### config.mk
export PLATFORM = sky130hd
export DESIGN_NAME = ehc_lane
export DESIGN_NICKNAME = d
export VERILOG_FILES = /design/src/rtl/ehc_pkg.sv /design/src/rtl/ehc_lane.sv
export SDC_FILE = /design/constraint.sdc
export NUM_CORES = 1
export LEC_CHECK = 0
export BUFFER_PORTS_ARGS = -buffer_cell sky130_fd_sc_hd__buf_2
export CORE_UTILIZATION = 30
export DETAILED_ROUTE_END_ITERATION = 7
export SYNTH_ARGS = -nofsm -noshare
export SYNTH_HDL_FRONTEND = slang
export SYNTH_SLANG_ARGS = --single-unit
### constraint.sdc
create_clock -name clk -period 13.1 [get_ports clk]
set_input_delay 1.965 -clock clk [delete_from_list [all_inputs] [get_ports clk]]
set_output_delay 1.965 -clock clk [all_outputs]
set_load 0.05 [all_outputs]
### src/rtl/ehc_pkg.sv
`timescale 1ns / 1ps
// ----------------------------------------------------------------------------
// ehc_pkg
// Shared types, constants and tables for the early heading cost core.
// ----------------------------------------------------------------------------
package ehc_pkg;

	localparam int MAX_STEPS    = 10;
	localparam int CORDIC_ITERS = 20;
	localparam int CW           = 60;   // CORDIC datapath width
	localparam int POW_STAGES   = 7;    // exponent register allows up to 7
	localparam logic [26:0] TWO_PI_Q24 = 27'd105414357;

	typedef enum logic [2:0] {
		REG_ENABLE       = 3'd0,
		REG_TARGET_X     = 3'd1,
		REG_TARGET_Y     = 3'd2,
		REG_EARLY_STEPS  = 3'd3,
		REG_FORWARD_ONLY = 3'd4,
		REG_WEIGHT       = 3'd5,
		REG_EXPONENT     = 3'd6
	} reg_idx_t;

	typedef struct packed {
		logic        valid;
		logic        zero;      // force cost to zero
		logic        fwd_only;
		logic [3:0]  n;         // steps averaged, 0..MAX_STEPS (0 forces zero)
		logic [2:0]  power;
		logic [15:0] weight;
	} ctl_t;

	typedef logic [MAX_STEPS-1:0][15:0] yaw_vec_t;

	function automatic logic [31:0] atan_at(input int i);
		logic [31:0] t;
		case (i)
			0:       t = 32'h20000000;
			1:       t = 32'h12E4051E;
			2:       t = 32'h09FB385B;
			3:       t = 32'h051111D4;
			4:       t = 32'h028B0D43;
			5:       t = 32'h0145D7E1;
			6:       t = 32'h00A2F61E;
			7:       t = 32'h00517C55;
			8:       t = 32'h0028BE53;
			9:       t = 32'h00145F2F;
			10:      t = 32'h000A2F98;
			11:      t = 32'h000517CC;
			12:      t = 32'h00028BE6;
			13:      t = 32'h000145F3;
			14:      t = 32'h0000A2FA;
			15:      t = 32'h0000517D;
			16:      t = 32'h000028BE;
			17:      t = 32'h0000145F;
			18:      t = 32'h00000A30;
			19:      t = 32'h00000518;
			default: t = 32'h0;
		endcase
		return t;
	endfunction

	// floor(2^32 / n)
	function automatic logic [32:0] recip(input logic [3:0] n);
		logic [32:0] r;
		case (n)
			4'd1:    r = 33'h1_0000_0000;
			4'd2:    r = 33'h0_8000_0000;
			4'd3:    r = 33'h0_5555_5555;
			4'd4:    r = 33'h0_4000_0000;
			4'd5:    r = 33'h0_3333_3333;
			4'd6:    r = 33'h0_2AAA_AAAA;
			4'd7:    r = 33'h0_2492_4924;
			4'd8:    r = 33'h0_2000_0000;
			4'd9:    r = 33'h0_1C71_C71C;
			4'd10:   r = 33'h0_1999_9999;
			default: r = 33'h0;
		endcase
		return r;
	endfunction

endpackage

### src/rtl/ehc_lane.sv
`timescale 1ns / 1ps
// ----------------------------------------------------------------------------
// ehc_lane
// One yaw lane: wrapped angle between yaw and bearing, or its reverse.
// ----------------------------------------------------------------------------
module ehc_lane (
	input  logic        clk,
	input  logic [15:0] yaw,
	input  logic [15:0] bearing,
	input  logic        active,
	input  logic        fwd_only,
	output logic [15:0] diff_q
);
	import ehc_pkg::*;

	logic [15:0] d, dr, fwd, rev, best;

	always_comb begin
		d   = yaw - bearing;
		dr  = d ^ 16'h8000;   // difference to bearing plus a half turn
		fwd = (d  <= 16'h8000) ? d  : 16'(17'h10000 - {1'b0, d});
		rev = (dr <= 16'h8000) ? dr : 16'(17'h10000 - {1'b0, dr});
		best = (!fwd_only && rev < fwd) ? rev : fwd;
	end

	always_ff @(posedge clk) begin
		diff_q <= active ? best : 16'h0;
	end

endmodule

After elaboration in Yosys (flattened, before gate mapping). Index checks and enable logic that the tools add are counted.

Register bits after elaboration: 16. Latch bits: 0. Bits in writable memories: 0. Memory bits (read-only): 0. Bits of input ports: 35. Output and inout bits: 16. Word-level logic and storage cells: 13. Memories kept: 0.

Add/subtract/negate cells: 3. Multiply operators: 0. Divide/modulo/power cells: 0. Order comparisons: 3. Equal/unequal tests: 0. Shift-type cells: 0. Mux-type cells: 3. Bitwise logic cells: 1. Reduce and logical (&&, ||, !) cells: 2.

Operators with widths (number): two-way mux 16 bit (3); less-or-equal comparator 16 bit, second input constant (2); subtractor 1 x 16 -> 16 bit, first input constant (2); less-than comparator 16 bit (1); subtractor 16 bit (1); logical AND 1 bit (1); logical NOT 1 bit (1); NOT 1 bit (1).

Depth between registers and ports, before layout. Gate-level depths: netlist (run 1).

Depth after elaboration: 7. Mapped depth: 25. Mapped depth without buffers: 23.

Worst setup path before layout (run 1). OpenSTA, ideal clock, no wires.

Kind: input-to-reg. Start point: input yaw[0]. End point: register diff_q[1]. Library setup time: 128 ps. Arrival: 6729 ps. Data required time: 12972 ps. Slack: 6244 ps. Cell stages on the path: 23. Path buffers: 1. Cell sequence: inv_1 ha_1 inv_1 fa_1 a211oi_2 nor2_1 xor2_1 or3_1 nor3_4 nor3b_1 nand2b_1 xnor2_1 ha_1 a21o_1 a21o_1 a21o_1 a2111o_1 a31o_2 and3_1 a22oi_4 buf_6 mux2i_1 nor2_1.

Longest elaborated chain between the ends: 7. Elaborated cells on any way between the ends: 11. Those cells by class: 3 x add/sub; 3 x order compare; 3 x mux; 1 x bitwise; 1 x reduce/logical.

Ends and longest elaborated chain: from (decl) (line ehc_lane.sv:8) `input logic [15:0] yaw,`; subtractor 16 bit (*) (line ehc_lane.sv:19) `d = yaw - bearing;`; NOT 1 bit (no line); subtractor 1 x 16 -> 16 bit or less-or-equal comparator 16 bit (tied branches) (line ehc_lane.sv:22) `rev = (dr <= 16'h8000) ? dr : 16'(17'h10000 - {1'b0, dr});`; two-way mux 16 bit (line ehc_lane.sv:22); less-than comparator 16 bit (line ehc_lane.sv:23) `best = (!fwd_only && rev < fwd) ? rev : fwd;`; logical AND 1 bit (line ehc_lane.sv:23); two-way mux 16 bit (*) (line ehc_lane.sv:23); to (signal assigned) (line ehc_lane.sv:27) `diff_q <= active ? best : 16'h0;`; to (decl) (line ehc_lane.sv:12) `output logic [15:0] diff_q`.

Mark *: on every way between the ends. The rest lies on a longest branch, timed or not. A chain may end at the register's enable or synchronous reset.

Final worst setup path (run 1). Ends and elaborated chain as after synthesis.

==> impl_metrics.py, run 1 <==
metrics = {
    "run_status": {
        "status": "complete, no violations",
    },
    "power": {
        "cellLeakagePower_uw": 0.00139,
        "vdd_drop_max_uv": 29.4,
        "fin_total_pwr_uw": 385,
        "power.density_nw_per_um2": 130,
    },
    "routing": {
        "ant_nets": 0,
        "drtIter0Drc": 138,
        "routed_wl_mm": 6.06,
        "vias": 2559,
        "vias_per_cell": 5.17,
        "wl_per_cell_um": 12.2,
        "drt_pass1_iterations": 4,
        "drc": 0,
    },
    "synth": {
        "synth_ff_type": "dfxtp_1",
        "ys_ff_latch": 16,
        "yosys.cell_types.count": 59,
        "ys_warn_count": 0,
        "async_reset_ff_share_pct": 0,
        "syn_inst": 352,
        "syn-cell-area_um2": 2620,
        "synth.avg_cell_area_um2": 7.43,
        "seq_area_frac_synth_pct": 12.2,
        "syn_nets": 420,
        "synth_edf_count": 0,
    },
    "cells_and_area": {
        "drive_gt1_share_pct": 17.7,
        "reg.largest.list": "diff_q x16",
        "regMostFlops": "diff_q",
        "largest_reg_flops": 16,
        "antenna_cells": 0,
        "finalNetCount": 460,
        "syn2layout_area_growth_pct": 13.3,
        "nFillCells": 930,
    },
    "sta": {
        "max_freq_mhz": 136,
        "holdWs_ns": 2.00,
        "report.final.hold_viol_count": 0,
        "setup_violations": 0,
        "worst_pin_slew_ns": 0.776,
        "period_share_pct": 56.1,
        "worst_slew_margin_rel_pct": 48.1,
        "layout_min_cycle_time_ns": 7.35,
        "fin_tns_setup_ns": 0,
        "rsz0062_at_grt": "false",
        "finalMaxSlewViolations": 0,
    },
    "global_route": {
        "grt_usage_pct": 14.1,
        "antenna_found_initial": 0,
        "grt_pass1_vias": 2326,
        "grt-ovfl-total": 0,
        "grt_pass1_wl_mm": 10.4,
        "grt_max_degree": 18,
    },
    "worst_setup_path": {
        "critPathArrivalTime_ns": 7.46,
        "cp_max_fo": 17,
        "critPathTopFamily": "compound AO/OA/AOI/OAI gates",
        "cp-start-kind": "input pin",
        "cp_data_required_time_ns": 13.21,
        "path_class": "input pin to register",
        "crit_slowest_cell": "fa_1",
        "critPathMostFrequentCell": "a21o_1",
        "worst-path-buf-inv": 3,
        "cp_cell_sequence": "buf_2 > inv_1 > ha_1 > inv_1 > fa_1 > a211oi_2 > o211ai_1 > a21o_1 > nand3_1 > o221ai_1 > nand4b_2 > nand2_1 > nor2_1 > xnor2_1 > ha_1 > a21o_1 > a21o_1 > a21o_1 > a2111o_1 > a31o_2 > and3_1 > a22oi_4 > mux2i_1 > nor2_1",
        "critical_path.max_stage_delay_ns": 0.41,
        "cp-end-kind": "register",
    },
    "die": {
        "core_area_um2": 8340,
        "io_pins": 51,
        "die-area_um2": 9090,
        "start_util_pct": 31.4,
        "die_h_um": 95.4,
        "die_x_um": 95.4,
        "rows": 33,
    },
    "hold_path": {
        "min-delay-start": "active",
        "hp-class": "input pin to register",
        "hold_depth": 3,
        "holdPathEnd": "diff_q[14]",
    },
    "cts": {
        "cts-root-buf": "clkbuf_8",
        "path_clk_slew_ns": 0.05,
        "cts_resized": 0,
        "clock_path_buffers": 2,
        "cts.sinks": 16,
        "cts_tree": "yes",
        "cts_setup_buffers": 0,
        "numCtsBuffers": 3,
        "holdBufCountCts": 0,
        "htreeDepth": 1,
    },
    "job": {
        "cap_violations": 0,
    },
    "place": {
        "io_buffers": 50,
        "gp_congestion": 0.852,
        "dp_hpwl_mm": 5.03,
    },
}
## where the power goes
group          internal, uW  switching (uW)  leakage [uW]  total (uW)
logic                   107             180       0.00123         287
clock network          20.3            14.0     0.0000216        34.3
registers              61.2            2.22      0.000133        63.4
## layout make-up
type / instances / area [um2] / share of cell area (%)
Sequential cell: 16 / 320 / 10.8
Multi-Input combinational cell: 300 / 2140 / 72.3
Inverter: 21 / 78.8 / 2.66
Clock buffer: 3 / 41.3 / 1.39
Timing Repair Buffer: 50 / 250 / 8.45
Tap cell: 105 / 131 / 4.43
## placed cells by master, fill, tap and decap left out, types with 6 or more instances in the layout
master and count:
buf_2 50, nor2_1 35, ha_1 32, a21oi_1 26
nand2_1 25, xnor2_1 22, inv_1 21, o21ai_0 17
dfxtp_1 16, or3_1 12, xor2_1 10, a21o_1 10
nand3_1 10, o21ai_1 9, a211oi_1 8, nor3_1 7
and2_1 6
## layer usage
layer | vias up | global-route usage [%] | part of all wire (%)
met2 | 67 | 23.1 | 42
met3 | 8 | 0.957 | 4.8
met4 | 0 | 3.28 | 1.3
met5 | - | 0 | 0
li1 | 1359 | - | -
met1 | 1125 | 19.9 | 52
## worst max path at each step
| stage | start | endpoint | depth (start not counted) |
|---|---|---|---|
| 2_1_floorplan | yaw[0] | diff_q[1] | 23 |
| 3_3_place_gp | yaw[0] | diff_q[1] | 24 |
| 3_5_place_dp | yaw[0] | diff_q[1] | 24 |
| 4_1_cts | yaw[0] | diff_q[1] | 24 |
| 5_1_grt | yaw[0] | diff_q[11] | 24 |
| 6_report | yaw[0] | diff_q[1] | 24 |
## per-stage QoR
| stage | std cells | cell area, um2 | setup WS [ns] | utilization, % |
|---|---|---|---|---|
| global route | 495 | 2960 | 5.32 | 35.5 |
| CTS | 495 | 2960 | 5.79 | 35.5 |
| detailed placement | 492 | 2920 | 5.54 | 35.0 |
| finish | 495 | 2960 | 5.75 | 35.5 |
| global placement | 492 | 2920 | 5.60 | 35.0 |
| floorplan | 352 | 2620 | 6.24 | - |
## synth_stat cells (3+ instances only)
master    count  area [um2]
nor2_1       35         131
ha_1         32         400
a21oi_1      26         130
nand2_1      25        93.8
xnor2_1      22         193
inv_1        21        78.8
o21ai_0      17        85.1
dfxtp_1      16         320
or3_1        12        75.1
a21o_1       10        75.1
clkbuf_1     10        37.5
nand3_1      10        50.1
xor2_1       10        87.6
o21ai_1       9        45.0
a211oi_1      8        60.1
nor3_1        7        35.0
and2_1        6        37.5
and4_1        5        43.8
nor4_1        5        31.3
a31oi_1       4        25.0
or2_2         4        25.0
and3_1        3        18.8
buf_2         3        15.0
mux2i_1       3        30.0
nand2b_1      3        18.8
nor2b_1       3        18.8
o211ai_1      3        22.5
o31a_1        3        26.3
## logic make-up after synthesis
kind of cell             after synthesis  share of synthesized area (%)
XOR/XNOR                              32                           10.7
AO/OA/AOI/OAI                        104                           27.2
multiplexers                           3                           1.15
buffers and inverters                 36                           5.89
flip-flops                            16                           12.2
adder cells (fa/ha/maj)               33                           16.1
AND/OR/NAND/NOR                      128                           26.7
## worst min-delay path, cell delays in order
cell and delay [ns]:
buf_2 0.12, o41ai_1 0.06, a31oi_1 0.04
Power figures use the tool's default switching activity.
==> run 2: changes to the inputs <==
- clock period: 13.1 -> 6.7 ns (I/O delays scaled with it)
==> run 2 against run 1 <==
Utilization grew 0.81 points. Clock-buffer cell count is the same. Die area is the same. Via count grew 1.8%. Combinational power grew 100%. Power grew 100%. First-iteration DRC count shrank 21%. Sequential share of layout area shrank 0.24 points. Global-route usage shrank 0.19 points. Highest routed layer unchanged.
==> impl_metrics.py, run 2 (same netlist as run 1, synthesis figures left out) <==
metrics = {
    "sta": {
        "rsz0062_at_grt": "false",
        "setup_violations": 0,
        "worst_slew_margin_rel_pct": 46.5,
        "report.final.hold_viol_count": 0,
        "max_freq_mhz": 162,
        "period_share_pct": 92.4,
        "holdWs_ns": 1.05,
        "fin_tns_setup_ns": 0,
        "finalMaxSlewViolations": 0,
        "worst_pin_slew_ns": 0.800,
        "layout_min_cycle_time_ns": 6.19,
    },
    "power": {
        "power.switching_uw": 389,
        "power.density_nw_per_um2": 254,
        "power.share.switching_pct": 50.5,
        "pwr-share-clk_pct": 8.6,
        "cellLeakagePower_uw": 0.00143,
        "vdd_drop_max_uv": 84.3,
        "p_int_uw": 381,
        "comb_power_share_pct": 75.3,
        "seq_power_share_pct": 16.1,
    },
    "place": {
        "dp_hpwl_mm": 5.11,
        "dp.cells": 501,
        "io_buffers": 50,
        "place_area_um2": 2990,
        "gp_congestion": 0.886,
    },
    "cells_and_area": {
        "fin_cells": 504,
        "final_common_cell": "buf_2",
        "reg.largest.list": "diff_q x16",
        "finalNetCount": 469,
        "largest_reg_flops": 16,
        "layout_common_cells": "50 x buf_2, 35 x nor2_1, 32 x ha_1",
        "fin_area_um2": 3030,
        "nFillCells": 906,
        "drive_gt1_share_pct": 19.5,
        "regMostFlops": "diff_q",
        "multi_input_area_um2": 2140,
        "antenna_cells": 0,
        "regArea_um2": 320,
        "syn2layout_area_growth_pct": 15.9,
    },
    "die": {
        "die_h_um": 95.4,
        "start_util_pct": 31.4,
        "rows": 33,
        "core_area_um2": 8340,
        "die-area_um2": 9090,
        "io_pins": 51,
        "die_x_um": 95.4,
    },
    "cts": {
        "cts_resized": 0,
        "htreeDepth": 1,
        "cts-root-buf": "clkbuf_8",
        "cts.sinks": 16,
        "numCtsBuffers": 3,
        "cts_tree": "yes",
        "cts_setup_buffers": 0,
        "path_clk_slew_ns": 0.05,
        "clock_path_buffers": 2,
        "holdBufCountCts": 0,
    },
    "routing": {
        "drt_pass1_iterations": 4,
        "vias": 2604,
        "vias_per_cell": 5.17,
        "wl_per_cell_um": 12.1,
        "drtIter0Drc": 109,
        "routed_wl_mm": 6.08,
        "ant_nets": 0,
        "drc": 0,
    },
    "global_route": {
        "antenna_found_initial": 0,
        "grt_usage_pct": 13.9,
        "grt_pass1_vias": 2318,
        "grt_max_degree": 18,
        "grt-ovfl-total": 0,
        "grt_pass1_wl_mm": 10.3,
    },
    "worst_setup_path": {
        "critPathArrivalTime_ns": 6.30,
        "cp_max_fo": 17,
        "cp-end-kind": "register",
        "critPathLaunch": "yaw[0]",
        "cp_data_required_time_ns": 6.81,
        "path_class": "input pin to register",
        "cp-start-kind": "input pin",
    },
    "hold_path": {
        "min-delay-start": "active",
        "hp-class": "input pin to register",
    },
    "job": {
        "cap_violations": 0,
    },
    "run_status": {
        "status": "complete, no violations",
    },
}
## run 2: cell types whose count changed in the layout (fill, tap and decap cells not counted), sizes merged
| cell | before | now |
|---|---|---|
| buf | 50 | 59 |
## run 2: final timing paths
path / cells after the start / slack (ns) / end
setup / recovery: 24 / 0.51 / diff_q[1]
hold / removal: 3 / 1.05 / diff_q[14]
## run 2: power groups by stage
stage                     logic, uW  registers (uW)  clock network (uW)
after floorplan                 372             215                   0
after detailed placement        575             126                   0
final                           579             124                66.4
after global placement          566             127                   0
after CTS                       578             124                67.9
after global routing            643             127                73.3
## run 2: critical path: stages
cell	delay [ns]
buf_2	0.09
inv_1	0.06
ha_1	0.14
inv_1	0.05
fa_1	0.40
a211oi_2	0.31
nor2_1	0.10
xor2_1	0.17
or3_1	0.44
nor3_4	0.40
nand4b_4	0.17
and2_1	0.31
nand2b_1	0.14
xnor2_1	0.07
ha_1	0.35
a21o_1	0.16
a21o_1	0.16
a21o_1	0.17
a2111o_1	0.42
a31o_2	0.26
and3_1	0.25
a22oi_4	0.36
mux2i_1	0.23
nor2_1	0.05
## run 2: layer usage
layer / track usage, % / part of all wire, % / up-vias
met5: 0 / 0 / -
met4: 2.27 / 0.41 / 0
met3: 1.28 / 5.0 / 2
met2: 23.9 / 44 / 65
met1: 18.9 / 50 / 1156
li1: - / - / 1381
## run 2: cell type report
class	count	share of cell area, %
sequential	16	10.6
tap	105	4.34
timing repair buffer	59	10.5
inverter	21	2.60
multi-input combinational	300	70.6
clock buffer	3	1.36
## run 2: metrics by stage
stage / utilization [%] / setup WS [ns] / total power (uW)
floorplan: - / 0.804 / 588
global placement: 35.8 / 0.387 / 693
detailed placement: 35.8 / 0.270 / 701
CTS: 36.3 / 0.517 / 771
global route: 36.3 / 0.0970 / 843
finish: 36.3 / 0.510 / 769
